### config.mk
export PLATFORM = sky130hd
export DESIGN_NAME = nds_dist
export DESIGN_NICKNAME = d
export VERILOG_FILES = /design/src/rtl/nds_pkg.sv /design/src/rtl/nds_dist.sv
export SDC_FILE = /design/constraint.sdc
export NUM_CORES = 2
export LEC_CHECK = 0
export BUFFER_PORTS_ARGS = -buffer_cell sky130_fd_sc_hd__buf_2
export CAP_MARGIN = 30
export CORE_ASPECT_RATIO = 2
export CORE_MARGIN = 2
export CORE_UTILIZATION = 49
export CTS_CLUSTER_DIAMETER = 40
export DETAILED_ROUTE_END_ITERATION = 6
export PLACE_DENSITY = 0.66
export RECOVER_POWER = 50
export SYNTH_ARGS = -nofsm -noshare
export SYNTH_HDL_FRONTEND = slang
export SYNTH_SLANG_ARGS = --single-unit
### constraint.sdc
create_clock -name clk -period 9.8 [get_ports clk]
set_input_delay 1.47 -clock clk [delete_from_list [all_inputs] [get_ports clk]]
set_output_delay 1.47 -clock clk [all_outputs]
set_load 0.05 [all_outputs]
### src/rtl/nds_pkg.sv
// Shared constants and types for the nearest direction search block.
`default_nettype none
package nds_pkg;

	localparam int ENTRIES   = 512;
	localparam int ADDR_W    = $clog2(ENTRIES);
	localparam int COMP_W    = 16;
	localparam int VEC_W     = 3 * COMP_W;
	localparam int MAG_W     = COMP_W;
	localparam int SQ_W      = 2 * MAG_W;
	localparam int DIST_W    = SQ_W + 2;
	localparam int OUT_IDX_W = 9;
	localparam int OUT_DST_W = 32;
	localparam int SLOT_W    = 9;
	localparam int CFG_W     = 10;

	localparam logic [CFG_W-1:0] CFG_RESET = 10'd400;

	localparam logic MODE_WRITE = 1'b0;
	localparam logic MODE_QUERY = 1'b1;

	typedef enum logic [1:0] {
		SEQ_IDLE,
		SEQ_SCAN,
		SEQ_DRAIN
	} seq_state_t;

	typedef struct packed {
		logic signed [COMP_W-1:0] x;
		logic signed [COMP_W-1:0] y;
		logic signed [COMP_W-1:0] z;
	} vec3_t;

	// travels with each table read down the distance pipeline
	typedef struct packed {
		logic              valid;
		logic              first;
		logic              last;
		logic [ADDR_W-1:0] idx;
	} scan_tag_t;

endpackage
`default_nettype wire

### src/rtl/nds_dist.sv
// Squared distance pipeline: component differences, squares, sum.
`default_nettype none
module nds_dist
	import nds_pkg::*;
(
	input  wire logic             clk,
	input  wire logic             arst_n,
	input  wire scan_tag_t        tag_in,
	input  wire vec3_t            query,
	input  wire logic [VEC_W-1:0] rd_data,
	output scan_tag_t             tag_s3,
	output logic [DIST_W-1:0]     dist_s3
);

	scan_tag_t        tag_s1, tag_s2;
	logic [SQ_W-1:0]  sq_x_s2, sq_y_s2, sq_z_s2;
	logic [MAG_W-1:0] mag_x, mag_y, mag_z;

	function automatic logic [MAG_W-1:0] abs_diff(
		input logic [COMP_W-1:0] a,
		input logic [COMP_W-1:0] b
	);
		logic signed [COMP_W:0] d;
		logic signed [COMP_W:0] n;
		d = signed'({a[COMP_W-1], a}) - signed'({b[COMP_W-1], b});
		n = -d;
		abs_diff = d[COMP_W] ? n[MAG_W-1:0] : d[MAG_W-1:0];
	endfunction

	assign mag_x = abs_diff(rd_data[COMP_W-1:0], query.x);
	assign mag_y = abs_diff(rd_data[2*COMP_W-1:COMP_W], query.y);
	assign mag_z = abs_diff(rd_data[3*COMP_W-1:2*COMP_W], query.z);

	// tag_s1 lines up with the registered table read
	always_ff @(posedge clk or negedge arst_n) begin
		if (!arst_n) begin
			tag_s1 <= '0;
			tag_s2 <= '0;
			tag_s3 <= '0;
		end else begin
			tag_s1 <= tag_in;
			tag_s2 <= tag_s1;
			tag_s3 <= tag_s2;
		end
	end

	always_ff @(posedge clk) begin
		sq_x_s2 <= mag_x * mag_x;
		sq_y_s2 <= mag_y * mag_y;
		sq_z_s2 <= mag_z * mag_z;
		dist_s3 <= DIST_W'(sq_x_s2) + DIST_W'(sq_y_s2) + DIST_W'(sq_z_s2);
	end

endmodule
`default_nettype wire

==> reports/results.ini <==
[clocking]
h-tree-depth=4
postCtsHoldBufs=0
cts_tree=built
cts_buffer_depth=2
clkSinkCount=163
numCtsBuffers=17
clk_latency_ps=460
clkTransAtPathRegs_ps=70
clock_tree.root_cell=clkbuf_16

[detailed_routing]
drt_iter0_markers=943
viasPerCell=5.12
firstDrtPassIters=6
wl_per_cell_um=16.4
num_vias=24100
drc_errors=0
postRouteAntennaNets=0
drt-total-wl_um=77000

[synthesis]
synth_cell_types=101
synth_top_family_by_area=adder cells
synth-compound-area-share_pct=10.3
synth_edf_count=0
synthArstFlopShare_pct=22.1
synthAdderAreaFrac_pct=50.0
synthFlopType=dfxtp_1
yosys.area_share.simple_pct=11.3
synth_xor_area_share_pct=5.81
yosysSeqAreaShare_pct=11.4
muxShareOfSynthArea_pct=0.274
netlist_area_mm2=0.0302
yosysTopAreaCellShare_pct=34.9
synth_cells=3344
synth_area_leader_cell=fa_1
synth-seq-cells=163
synth.area.top_cells=fa_1 (35%), ha_1 (15%), inv_1 (10%)
syn_avg_cell_area_um2=9.03
yosysWarnings=0

[placement]
port_buffers=155
dpl.hpwl_um=69300
gp_congestion=0.930

[sta]
slew_violations=37
tns_ps=0
worst_pin_slew_ps=1750
clock.fmax_mhz=105
hold_viol=0
finalClockSkew_ps=19.4
fin_crit_ps=9500
slew_headroom_pct=-16.8
fin_crit_sh_pct=96.9
setup_violations=0

[critical_path]
rrSetupSlack_ps=5580
crit_required_ps=10140
cp_common_cell=fa_1
critPathLaunch=rd_data[32]
crit_path_max_incr_delay_ps=580
path_class=in2reg
crit_arrival_ps=9840
cp-end-kind=flop
r2r-start=sq_z_s2[3]$_DFF_P_
start_kind=primary input
crit_path_top_delay_cell=fa_1
critPathMaxFanout=6

[floorplanning]
core_region_area_mm2=0.0609
die_h_um=355
io_pins=156
rows=128
start_util_pct=49.6
die_w_um=180
fp.dieArea_mm2=0.0637

[global_routing]
grt_pass1_wl_um=125000
grt_max_degree=37
grt_use_total_pct=24.7
antenna_found_initial=0
grt_overflow=0
grt_pass1_vias=26200

[final_layout]
layout_common_cells=inv_1 (808), fa_1 (524), buf_4 (419)
area_growth_pct=18.8
fill_cells=5510
final_common_cell=inv_1
final_nets=4904
drive_above_1_share_pct=17.5

[outcome]
outcome=finished, violations left
violations=capacitance limit, slew limit

[run]
cap_violations=1

[worst_hold_path]
hold_start=tag_s1[1]$_DFF_PN0_
hold_class=reg2reg

## registers in the layout, indices dropped and copies added (netlist names)
name / flops
dist_s3: 34
sq_x_s2: 31
sq_y_s2: 31
sq_z_s2: 31
tag_s1: 12
tag_s2: 12
tag_s3: 12
## layer usage
metal	GRT usage, %	vias up	routed length [um]
met3	1.48	211	1430
met1	23.4	11900	25500
met5	0	-	0
met2	51.1	459	45300
li1	-	11600	-
met4	14.0	0	4760
## logic make-up after synthesis
kind of cell / after synthesis
DFF: 163
buffers and inverters: 876
AOI/OAI and AO/OA: 452
adders and majority gates: 890
muxes: 8
and+or+nand+nor: 763
xor gates and xnor gates: 191
other: 1
## metrics by stage
| step | util, % | worst slack [ps] | hold slack, ps | std cells | cell area [um2] |
|---|---|---|---|---|---|
| 2_1_floorplan | - | 11.9 | 331 | 3346 | 30200 |
| 3_3_place_gp | 57.4 | -266 | 332 | 4658 | 34900 |
| 3_5_place_dp | 57.4 | -353 | 335 | 4658 | 34900 |
| 4_1_cts | 58.4 | 77.5 | 352 | 4690 | 35600 |
| 5_1_grt | 58.9 | -32.7 | 361 | 4697 | 35900 |
| 6_report | 58.9 | 301 | 350 | 4700 | 35900 |
## critical path, delay by kind of cell
family          cells  cell delay, ps
compound gates     11            2280
simple gates        6             780
xor+xnor            1             180
buf+inv            12            1300
fa+ha+maj           9            3830
## cells in the mapped netlist, types with 4 or more instances
cell type,number
a211oi_1,8
a21boi_0,4
a21o_1,59
a21oi_1,128
a311o_1,4
a31oi_1,13
a41o_1,4
a41oi_1,5
and2_1,11
and3_1,13
buf_2,6
clkbuf_1,32
clkinv_1,14
dfrtp_1,36
dfxtp_1,127
fa_1,526
ha_1,364
inv_1,815
inv_2,6
mux2i_1,6
nand2_1,243
nand2b_1,24
nand3_1,30
nand4_1,11
nor2_1,293
nor2b_1,27
nor3_1,49
nor4_1,5
o2111ai_1,4
o211ai_1,10
o21a_1,27
o21ai_0,78
o21bai_1,24
o311ai_0,4
o31a_1,11
o31ai_1,18
or2_2,13
or3_1,15
or4_1,6
xnor2_1,114
xnor2_2,7
xor2_1,67
## worst paths after layout
check	endpoint	cells past startpoint
min in group asynchronous	tag_s3[3]$_DFF_PN0_	1
setup reg to reg	dist_s3[24]$_DFF_P_	13
hold / removal	tag_s2[1]$_DFF_PN0_	0
max in group asynchronous	tag_s2[10]$_DFF_PN0_	1
setup / recovery	sq_z_s2[26]$_DFF_P_	39
hold reg to reg	tag_s2[1]$_DFF_PN0_	0
## what timing repair did
action / 4_1_cts / 5_1_grt
endpoints found under the setup margin: 0 / 21
resized for setup: 0 / 70
buffers inserted: 0 / 7
## final cells by class
class                           instances  area, um2  share of cell area, %
Sequential cell                       163       3440                   9.60
Clock buffer                           17        425                   1.19
Multi-Input combinational cell       2308      23800                   66.3
Antenna cell                            3       7.51                 0.0209
Clock inverter                         15        186                  0.520
Timing Repair Buffer                  579       3920                   10.9
Inverter                              835       3140                   8.75
Tap cell                              780        976                   2.72
Power is left out: the tool's default activity adds up to more than one toggle a clock period on the data nets, which glitch-free logic cannot reach.
