## config.mk

```make
export PLATFORM = sky130hd
export DESIGN_NAME = nds_best
export DESIGN_NICKNAME = d
export VERILOG_FILES = /design/src/rtl/nds_pkg.sv /design/src/rtl/nds_best.sv
export SDC_FILE = /design/constraint.sdc
export NUM_CORES = 1
export LEC_CHECK = 0
export BUFFER_PORTS_ARGS = -buffer_cell sky130_fd_sc_hd__buf_2
export CAP_MARGIN = 0
export CORE_UTILIZATION = 50
export CTS_CLUSTER_SIZE = 25
export DETAILED_ROUTE_END_ITERATION = 12
export PLACE_DENSITY = 0.78
export SLEW_MARGIN = 10
export SYNTH_ARGS = -nofsm -noshare
export SYNTH_HDL_FRONTEND = slang
export SYNTH_SLANG_ARGS = --single-unit
```

## constraint.sdc

```tcl
create_clock -name clk -period 2.3 [get_ports clk]
set_input_delay 0.46 -clock clk [delete_from_list [all_inputs] [get_ports clk]]
set_output_delay 0.46 -clock clk [all_outputs]
set_load 0.005 [all_outputs]
```

## src/rtl/nds_pkg.sv

```systemverilog
// Shared constants and types for the nearest direction search block.
`default_nettype none
package nds_pkg;

	localparam int ENTRIES   = 512;
	localparam int ADDR_W    = $clog2(ENTRIES);
	localparam int COMP_W    = 16;
	localparam int VEC_W     = 3 * COMP_W;
	localparam int MAG_W     = COMP_W;
	localparam int SQ_W      = 2 * MAG_W;
	localparam int DIST_W    = SQ_W + 2;
	localparam int OUT_IDX_W = 9;
	localparam int OUT_DST_W = 32;
	localparam int SLOT_W    = 9;
	localparam int CFG_W     = 10;

	localparam logic [CFG_W-1:0] CFG_RESET = 10'd400;

	localparam logic MODE_WRITE = 1'b0;
	localparam logic MODE_QUERY = 1'b1;

	typedef enum logic [1:0] {
		SEQ_IDLE,
		SEQ_SCAN,
		SEQ_DRAIN
	} seq_state_t;

	typedef struct packed {
		logic signed [COMP_W-1:0] x;
		logic signed [COMP_W-1:0] y;
		logic signed [COMP_W-1:0] z;
	} vec3_t;

	// travels with each table read down the distance pipeline
	typedef struct packed {
		logic              valid;
		logic              first;
		logic              last;
		logic [ADDR_W-1:0] idx;
	} scan_tag_t;

endpackage
`default_nettype wire

```

## src/rtl/nds_best.sv

```systemverilog
// Running minimum over the scan and result register.
`default_nettype none
module nds_best
	import nds_pkg::*;
(
	input  wire logic              clk,
	input  wire logic              arst_n,
	input  wire scan_tag_t         tag_s3,
	input  wire logic [DIST_W-1:0] dist_s3,
	output logic                   done,
	output logic [OUT_IDX_W-1:0]   nearest_index,
	output logic [OUT_DST_W-1:0]   best_distance_sq
);

	logic [DIST_W-1:0] best_q, best_d;
	logic [ADDR_W-1:0] best_idx_q, best_idx_d;
	logic              take;

	// strictly smaller only, so ties keep the lower index
	assign take       = tag_s3.first || (dist_s3 < best_q);
	assign best_d     = take ? dist_s3 : best_q;
	assign best_idx_d = take ? tag_s3.idx : best_idx_q;

	always_ff @(posedge clk) begin
		if (tag_s3.valid) begin
			best_q     <= best_d;
			best_idx_q <= best_idx_d;
		end
		if (tag_s3.valid && tag_s3.last) begin
			nearest_index    <= OUT_IDX_W'(best_idx_d);
			best_distance_sq <= (|best_d[DIST_W-1:OUT_DST_W]) ? '1 : best_d[OUT_DST_W-1:0];
		end
	end

	always_ff @(posedge clk or negedge arst_n) begin
		if (!arst_n) begin
			done <= 1'b0;
		end else begin
			done <= tag_s3.valid && tag_s3.last;
		end
	end

endmodule
`default_nettype wire

```

==> flow_summary.json <==
{
  "crit_slowest_cell": "edfxtp_1",
  "p_clk_frac": 0.300,
  "relSlewSlack": 0.518,
  "syn_to_final_growth_pct": 41.5,
  "die_area_sq_um": 9600,
  "r2r-start": "best_q[33]",
  "critPathArrivalTime_ns": 2.84,
  "synth_area_sq_um": 4610,
  "max_stage_delay_ns": 0.42,
  "grt_pass1_vias": 3651,
  "hold_path.class": "input pin to async pin",
  "setup_viol": 84,
  "final_cells": 654,
  "holdWs_ns": 0.395,
  "drt_iter0_markers": 207,
  "async_reset_ff_frac": 0.0118,
  "dp_hpwl_um": 6570,
  "ff2ff_path_depth": 11,
  "fin_ws_ns": -0.407,
  "clockRootBuffer": "clkbuf_8",
  "synth_seq_cells": 85,
  "viasPerCell": 5.39,
  "htree_levels": 3,
  "clock_skew_ns": 0.0169,
  "p_leak_nw": 3.04,
  "min_period_ns": 2.71,
  "post-route-cell-area_sq_um": 6520,
  "portBuffers": 89,
  "grt_overflow": 0,
  "syn_inst": 362,
  "cp-start-kind": "register",
  "grt_pass1_wl_um": 17600,
  "initial_core_util": 0.523,
  "ys_types": 30,
  "post-synth-top-area-cell": "edfxtp_1",
  "wire_per_inst_um": 17.7,
  "regToRegEndpoint": "best_q[8]",
  "rows": 34,
  "numCtsBuffers": 9,
  "cap_violations": 0,
  "first_pass_iters": 8,
  "clock_latency_ns": 0.37,
  "ys_seq_area_frac": 0.553,
  "finalCritPeriodShare": 1.18,
  "cts_sinks": 85,
  "combPwrFrac": 0.243,
  "drc": 6,
  "status": "complete, but fails checks",
  "ir_drop_mv": 0.417,
  "syn-num-nets": 443,
  "max_clock_freq_mhz": 369,
  "power.share.switching": 0.268,
  "path_class": "register to register",
  "grtUsageTotal": 0.237,
  "grt_max_degree": 44,
  "ys.warnings.count": 0,
  "num-nets-final": 622,
  "cts_tree": "yes",
  "core_sq_um": 8810,
  "critical_path.max_fanout": 6,
  "route.vias.total": 3527,
  "p_sw_mw": 1.10,
  "die_h_um": 98.0,
  "power_density_nw_per_um2": 632,
  "crit_path_end_kind": "register",
  "ant_nets": 0,
  "synth_edf_count": 84,
  "p_seq_frac": 0.457,
  "clk_pin_slew_ns": 0.10,
  "wirelength_um": 11600,
  "fp.dieW_um": 98.0,
  "violations": "design-rule violations, negative setup slack",
  "tightest_slew_ns": 0.723,
  "finalHoldViolations": 0,
  "rsz0062_at_grt": "yes",
  "critPathRequiredTime_ns": 2.43,
  "synth_top_area_share": 0.548,
  "clk_path_buf_depth": 2,
  "gp_congestion": 0.764,
  "dpl-instance-area_sq_um": 5690,
  "finalMaxSlewViolations": 0,
  "synthTopCellsByArea": "edfxtp_1 (55%), ha_1 (9.0%), mux2i_1 (7.0%)",
  "drive_gt1_frac": 0.511,
  "p_total_mw": 4.12,
  "p_int_mw": 3.02,
  "synth-main-ff-cell": "edfxtp_1",
  "ff2ff_setup_slack_ns": -0.41,
  "place_inst": 606,
  "boundaryPins": 90,
  "crit_chain": "inv_1, ha_1, nand4_1, nor4_4, a221oi_2, a21oi_2, a211oi_4, buf_6, buf_12, clkbuf_16, mux2_2",
  "diodes": 0,
  "antenna_found_initial": 0,
  "syn_avg_cell_area_sq_um": 12.7,
  "fin_setup_tns_ns": -24.41
}
==> Yosys cell counts, types with 2 or more instances <==
library cell / count
mux2_4: 18
nand2_1: 12
buf_4: 3
nor2_1: 66
edfxtp_1: 84
nand4_1: 4
and4_1: 2
nand3_1: 3
ha_1: 33
a221oi_1: 2
mux2_2: 25
inv_1: 33
clkbuf_1: 7
nor3_1: 3
buf_2: 2
o21ai_0: 3
a21oi_1: 16
mux2i_1: 32
buf_6: 3
==> kinds of logic after synthesis <==
group / after synthesis / synth area share
and+or+nand+nor: 95 / 0.0875
AOI/OAI and AO/OA: 26 / 0.0334
buffers and inverters: 48 / 0.0470
adders and majority gates: 33 / 0.0897
DFF: 85 / 0.553
muxes: 75 / 0.189
==> repair_timing <==
item                                    4_1_cts  5_1_grt
gates resized for setup                      26       27
endpoints found under the setup margin       84       84
setup buffers                                17       11
hold buffers                                  1        0
endpoints found under the hold margin         1        0
pin swaps                                     3        4
cloned                                        3        2
==> sequential cells by signal, summed over array words and instances, names as in the netlist <==
| name | count |
|---|---|
| best_q | 34 |
| best_distance_sq | 32 |
| best_idx_q | 9 |
| nearest_index | 9 |
| done | 1 |
==> power groups by stage <==
stage          sequential (mW)  clock [mW]  combinational (mW)
2_1_floorplan             1.92           0               0.420
3_3_place_gp              1.91           0               0.723
3_5_place_dp              1.91           0               0.748
4_1_cts                   1.88        1.24               0.891
5_1_grt                   1.89        1.30                1.08
6_report                  1.88        1.24                1.00
==> critical path: cells and delay by family, from the launching register on <==
kind            cells  cell delay, ns
compound gates      3            0.58
flops               1            0.42
buf+inv             4            0.59
fa+ha+maj           1            0.27
simple gates        2            0.28
mux                 1            0.34
==> layout make-up <==
class / count / area [sq um]
Clock inverter: 7 / 103
Tap cell: 108 / 135
Sequential cell: 85 / 2550
Timing Repair Buffer: 183 / 1350
Multi-Input combinational cell: 229 / 2130
Inverter: 33 / 124
Clock buffer: 9 / 124
Fill cell: 553 / 2290
==> placed cells by master, fill, tap and decap left out, types with 4 or more instances in the layout <==
cell type | synthesis | final
inv_1 | 33 | 27
nor2_1 | 66 | 66
inv_2 | 0 | 6
a21oi_1 | 16 | 10
mux2_2 | 25 | 24
edfxtp_1 | 84 | 84
nand2_1 | 12 | 11
buf_12 | 0 | 7
ha_4 | 0 | 12
mux2_4 | 18 | 19
ha_1 | 33 | 21
buf_4 | 3 | 72
buf_6 | 3 | 10
clkbuf_8 | 0 | 9
nand4_1 | 4 | 4
mux2i_1 | 32 | 32
buf_2 | 2 | 89
==> metal layers <==
metal	wire length (um)	track usage	share of wire
met5	0	0	0
met4	252	0.0932	0.022
met1	4760	0.288	0.41
met2	5940	0.411	0.51
met3	651	0.0501	0.056
==> worst max-delay path by stage <==
stage,start,to,slack (ns)
final,best_q[33],best_q[8],-0.41
after CTS,best_q[28],best_q[25],-0.31
after detailed placement,dist_s3[29],best_idx_q[3],-0.56
after floorplan,dist_s3[3],best_idx_q[0],-0.12
after global placement,dist_s3[29],nearest_index[1],-0.52
after global routing,best_q[32],best_q[8],-0.46
==> metrics by stage <==
| stage | setup WS (ns) | util |
|---|---|---|
| after global placement | -0.516 | 0.646 |
| after floorplan | -0.117 | - |
| after global routing | -0.460 | 0.740 |
| after detailed placement | -0.560 | 0.646 |
| final | -0.407 | 0.740 |
| after CTS | -0.309 | 0.714 |
No activity file was read; power rests on OpenSTA's default activity.
