[config.mk]
export PLATFORM = sky130hd
export DESIGN_NAME = nds_seq
export DESIGN_NICKNAME = d
export VERILOG_FILES = /design/src/rtl/nds_pkg.sv /design/src/rtl/nds_seq.sv
export SDC_FILE = /design/constraint.sdc
export NUM_CORES = 1
export LEC_CHECK = 0
export BUFFER_PORTS_ARGS = -buffer_cell sky130_fd_sc_hd__buf_2
export CORE_UTILIZATION = 49
export CTS_BUF_LIST = sky130_fd_sc_hd__clkbuf_4 sky130_fd_sc_hd__clkbuf_8
export CTS_CLUSTER_SIZE = 12
export DETAILED_ROUTE_END_ITERATION = 8
export GPL_TIMING_DRIVEN = 0
export HOLD_SLACK_MARGIN = 0.06
export PLACE_DENSITY = 0.89
export SLEW_MARGIN = 30
export SYNTH_ARGS = -nofsm -noshare
export SYNTH_HDL_FRONTEND = slang
export SYNTH_SLANG_ARGS = --single-unit
[constraint.sdc]
create_clock -name clk -period 5.1 [get_ports clk]
set_input_delay 0.51 -clock clk [delete_from_list [all_inputs] [get_ports clk]]
set_output_delay 0.51 -clock clk [all_outputs]
set_load 0.01 [all_outputs]
[src/rtl/nds_pkg.sv]
// Shared constants and types for the nearest direction search block.
`default_nettype none
package nds_pkg;

	localparam int ENTRIES   = 512;
	localparam int ADDR_W    = $clog2(ENTRIES);
	localparam int COMP_W    = 16;
	localparam int VEC_W     = 3 * COMP_W;
	localparam int MAG_W     = COMP_W;
	localparam int SQ_W      = 2 * MAG_W;
	localparam int DIST_W    = SQ_W + 2;
	localparam int OUT_IDX_W = 9;
	localparam int OUT_DST_W = 32;
	localparam int SLOT_W    = 9;
	localparam int CFG_W     = 10;

	localparam logic [CFG_W-1:0] CFG_RESET = 10'd400;

	localparam logic MODE_WRITE = 1'b0;
	localparam logic MODE_QUERY = 1'b1;

	typedef enum logic [1:0] {
		SEQ_IDLE,
		SEQ_SCAN,
		SEQ_DRAIN
	} seq_state_t;

	typedef struct packed {
		logic signed [COMP_W-1:0] x;
		logic signed [COMP_W-1:0] y;
		logic signed [COMP_W-1:0] z;
	} vec3_t;

	// travels with each table read down the distance pipeline
	typedef struct packed {
		logic              valid;
		logic              first;
		logic              last;
		logic [ADDR_W-1:0] idx;
	} scan_tag_t;

endpackage
`default_nettype wire

[src/rtl/nds_seq.sv]
// Command decode, scan length register and table address sequencer.
`default_nettype none
module nds_seq
	import nds_pkg::*;
(
	input  wire logic              clk,
	input  wire logic              arst_n,
	input  wire logic              cfg_we,
	input  wire logic [CFG_W-1:0]  cfg_wdata,
	input  wire logic              start,
	input  wire logic              mode,
	input  wire logic [SLOT_W-1:0] entry_index,
	input  wire vec3_t             vec_in,
	input  wire logic              result_done,
	output logic                   busy,
	output logic                   wr_en,
	output logic [ADDR_W-1:0]      wr_addr,
	output logic [VEC_W-1:0]       wr_data,
	output logic                   rd_en,
	output logic [ADDR_W-1:0]      rd_addr,
	output scan_tag_t              tag,
	output vec3_t                  query
);

	seq_state_t        state_q, state_d;
	logic [CFG_W-1:0]  entries_used_q;
	logic [ADDR_W-1:0] addr_q;
	logic [ADDR_W-1:0] last_q;
	vec3_t             query_q;
	logic              accept;
	logic              at_last;

	assign accept  = start && !busy;
	assign at_last = (addr_q == last_q);

	assign wr_en   = accept && (mode == MODE_WRITE) && (32'(entry_index) < ENTRIES);
	assign wr_addr = ADDR_W'(entry_index);
	assign wr_data = {vec_in.z, vec_in.y, vec_in.x};
	assign rd_addr = addr_q;
	assign query   = query_q;

	always_ff @(posedge clk or negedge arst_n) begin
		if (!arst_n) begin
			entries_used_q <= CFG_RESET;
		end else if (cfg_we) begin
			entries_used_q <= cfg_wdata;
		end
	end

	always_ff @(posedge clk or negedge arst_n) begin
		if (!arst_n) begin
			state_q <= SEQ_IDLE;
		end else begin
			state_q <= state_d;
		end
	end

	// clamp the scan length into 1 .. ENTRIES at the query transfer
	always_ff @(posedge clk) begin
		if (accept && (mode == MODE_QUERY)) begin
			query_q <= vec_in;
			addr_q  <= '0;
			if (entries_used_q == '0) begin
				last_q <= '0;
			end else if (32'(entries_used_q) > ENTRIES) begin
				last_q <= ADDR_W'(ENTRIES - 1);
			end else begin
				last_q <= ADDR_W'(32'(entries_used_q) - 32'd1);
			end
		end else if (state_q == SEQ_SCAN) begin
			addr_q <= addr_q + 1'b1;
		end
	end

	always_comb begin
		state_d = state_q;
		unique case (state_q)
			SEQ_IDLE: begin
				if (accept && (mode == MODE_QUERY)) begin
					state_d = SEQ_SCAN;
				end
			end
			SEQ_SCAN: begin
				if (at_last) begin
					state_d = SEQ_DRAIN;
				end
			end
			SEQ_DRAIN: begin
				if (result_done) begin
					state_d = SEQ_IDLE;
				end
			end
			default: state_d = SEQ_IDLE;
		endcase
	end

	always_comb begin
		busy      = 1'b1;
		rd_en     = 1'b0;
		tag.valid = 1'b0;
		tag.first = 1'b0;
		tag.last  = 1'b0;
		tag.idx   = addr_q;
		unique case (state_q)
			SEQ_IDLE: begin
				busy = 1'b0;
			end
			SEQ_SCAN: begin
				rd_en     = 1'b1;
				tag.valid = 1'b1;
				tag.first = (addr_q == '0);
				tag.last  = at_last;
			end
			SEQ_DRAIN: begin
				busy = 1'b1;
			end
			default: busy = 1'b1;
		endcase
	end

endmodule
`default_nettype wire

==> flow_summary.json <==
{
  "nets": 530,
  "reg2reg_slack_ns": 3.28,
  "worst_pin_slew_ns": 0.780,
  "drv_cap": 0,
  "ir_drop_mv": 0.163,
  "synth_top_area_share": 0.499,
  "htreeDepth": 3,
  "powerDensity_mw_per_mm2": 369,
  "dr.pass1.iters": 4,
  "hpwl_mm": 5.78,
  "clockRootBuffer": "clkbuf_8",
  "drc": 0,
  "cts_setup_buffers": 0,
  "area_growth_pct": 37.4,
  "start_util": 0.505,
  "synth_warnings": 0,
  "status": "finished, final reports clean",
  "hold_path_class": "in2reg",
  "synth_edf_count": 57,
  "die_area_mm2": 0.00735,
  "postRouteAntennaNets": 0,
  "setup_viol": 0,
  "fin_ws_ns": 2.85,
  "critical_path_class": "reg2out",
  "cts-resized-gates": 0,
  "hold_viol": 0,
  "drive_above_1_share": 0.641,
  "path_max_fanout": 7,
  "wl_per_cell_um": 13.3,
  "fillerInstances": 497,
  "synth_seq_cells": 78,
  "antenna_found_initial": 0,
  "synth_async_sr_flop_share": 0.154,
  "syn_area_per_cell_um2": 13.7,
  "cts.sinks": 78,
  "grt_pass1_vias": 2281,
  "finalPower_mw": 1.74,
  "vias": 2483,
  "grt_overflow": 0,
  "clock_path_buffers": 2,
  "cts_buffers": 9,
  "worstPathArrival_ns": 1.74,
  "p_leak_nw": 2.24,
  "synth_top_area_cell": "edfxtp_1",
  "yosysUniqueCellTypes": 33,
  "cts_tree": "yes",
  "grt_usage": 0.197,
  "n_antenna_cell": 0,
  "dp_slack_ns": 3.18,
  "clock_skew_ns": 0.00874,
  "postCtsHoldBufs": 1,
  "rsz0062_at_grt": "no",
  "synth_area_leaders": "edfxtp_1, buf_4, dfrtp_1, dfxtp_1, xor2_1",
  "synth_nets": 326,
  "syn_inst": 250,
  "wirelength_mm": 7.36,
  "synthFlopType": "edfxtp_1",
  "ioPinCount": 202,
  "cp-start-kind": "flop",
  "grt_max_degree": 67,
  "clock_latency_ns": 0.33,
  "crit_path_end_kind": "output pin",
  "tns_ns": 0,
  "coreArea_mm2": 0.00679,
  "grt_pass1_wl_mm": 10.9,
  "drtIter0Drc": 61,
  "viasPerCell": 4.47,
  "syn_area_mm2": 0.00343,
  "slew_violations": 0,
  "synth-seq-area-share": 0.640,
  "placementRows": 30,
  "gp_congestion": 0.761,
  "clk_pin_slew_worst_paths_ns": 0.08,
  "period_minus_slack_ns": 2.25,
  "relSlewSlack": 0.480,
  "die_w_um": 85.7,
  "timing.fmax_mhz": 445,
  "dieHeight_um": 85.7,
  "period_share": 0.441,
  "io_buffers": 192,
  "worstPathRequired_ns": 4.59
}
[Yosys cell counts, drive strengths merged (6+ instances only)]
cell / n
inv: 6
dfrtp: 9
xor2: 13
nand2: 7
xnor2: 10
o21ai: 10
buf: 71
edfxtp: 57
mux2: 8
nand4: 6
nor2: 17
dfxtp: 9
[routing by layer]
metal / GRT usage / share of wire
met1: 0.216 / 0.37
met2: 0.367 / 0.55
met3: 0.0414 / 0.056
met4: 0.0894 / 0.022
met5: 0 / 0
[path summary, 6_finish.rpt]
path,start,to,depth (start not counted)
worst min-delay path,vec_in[13],query[13],1
max in group asynchronous,arst_n,entries_used_q[4],2
min in group asynchronous,arst_n,entries_used_q[9],2
worst max-delay path,rd_addr[5],tag[9],5
worst min register to register,state_q[1],state_q[1],1
worst max register to register,state_q[1],query[6],3
[critical path, cell delays in order (launching register included)]
cell and delay (ns):
dfxtp_1 0.51, xnor2_1 0.16, nand3_1 0.11, nor4_2 0.34
and2_1 0.17, buf_2 0.12
[state kept, by name, indices dropped and copies added, names as in the netlist]
signal          flops
last_q              9
entries_used_q     10
state_q             2
query              48
rd_addr             9
[kinds of logic after synthesis]
logic type | share of synthesized area
AO/OA/AOI/OAI | 0.0255
XOR/XNOR | 0.0587
adder cells (fa/ha/maj) | 0.0109
buffers and inverters | 0.159
flip-flops | 0.640
multiplexers | 0.0262
AND/OR/NAND/NOR | 0.0802
[placed cells by master (no fill, tap or decap), drive strengths merged, types with 3 or more instances in the layout]
master	netlist	layout
and3	3	3
buf	71	263
clkbuf	0	9
clkinv	0	5
dfrtp	9	9
dfstp	3	3
dfxtp	9	9
edfxtp	57	57
ha	3	3
inv	6	6
mux2	8	8
nand2	7	7
nand4	6	6
nor2	17	17
nor3	3	3
o21ai	10	10
xnor2	10	10
xor2	13	13
[final cells by class]
class / count / area, um^2 / area share
inverter: 6 / 22.5 / 0.00478
clock inverter: 7 / 65.1 / 0.0138
sequential: 78 / 2200 / 0.466
timing repair buffer: 193 / 971 / 0.206
clock buffer: 9 / 124 / 0.0263
buffer: 71 / 526 / 0.111
multi-input combinational: 95 / 692 / 0.147
tap: 96 / 120 / 0.0255
[stage by stage]
step                cell area (um^2)  utilization  hold WS, ns  cells
global placement                4510        0.664        0.392    538
finish                          4720        0.694        0.363    555
CTS                             4720        0.694        0.346    555
detailed placement              4520        0.665        0.396    538
floorplan                       3430            -        0.214    250
global route                    4720        0.694        0.342    555
[report_power, final]
group / switching [mW] / internal (mW) / total, mW / leakage [nW]
registers: 0.0721 / 0.767 / 0.839 / 0.725
clock network: 0.211 / 0.223 / 0.434 / 0.0964
logic: 0.233 / 0.233 / 0.466 / 1.41
total: 0.516 / 1.22 / 1.74 / 2.24
No activity file was read; power rests on OpenSTA's default activity.
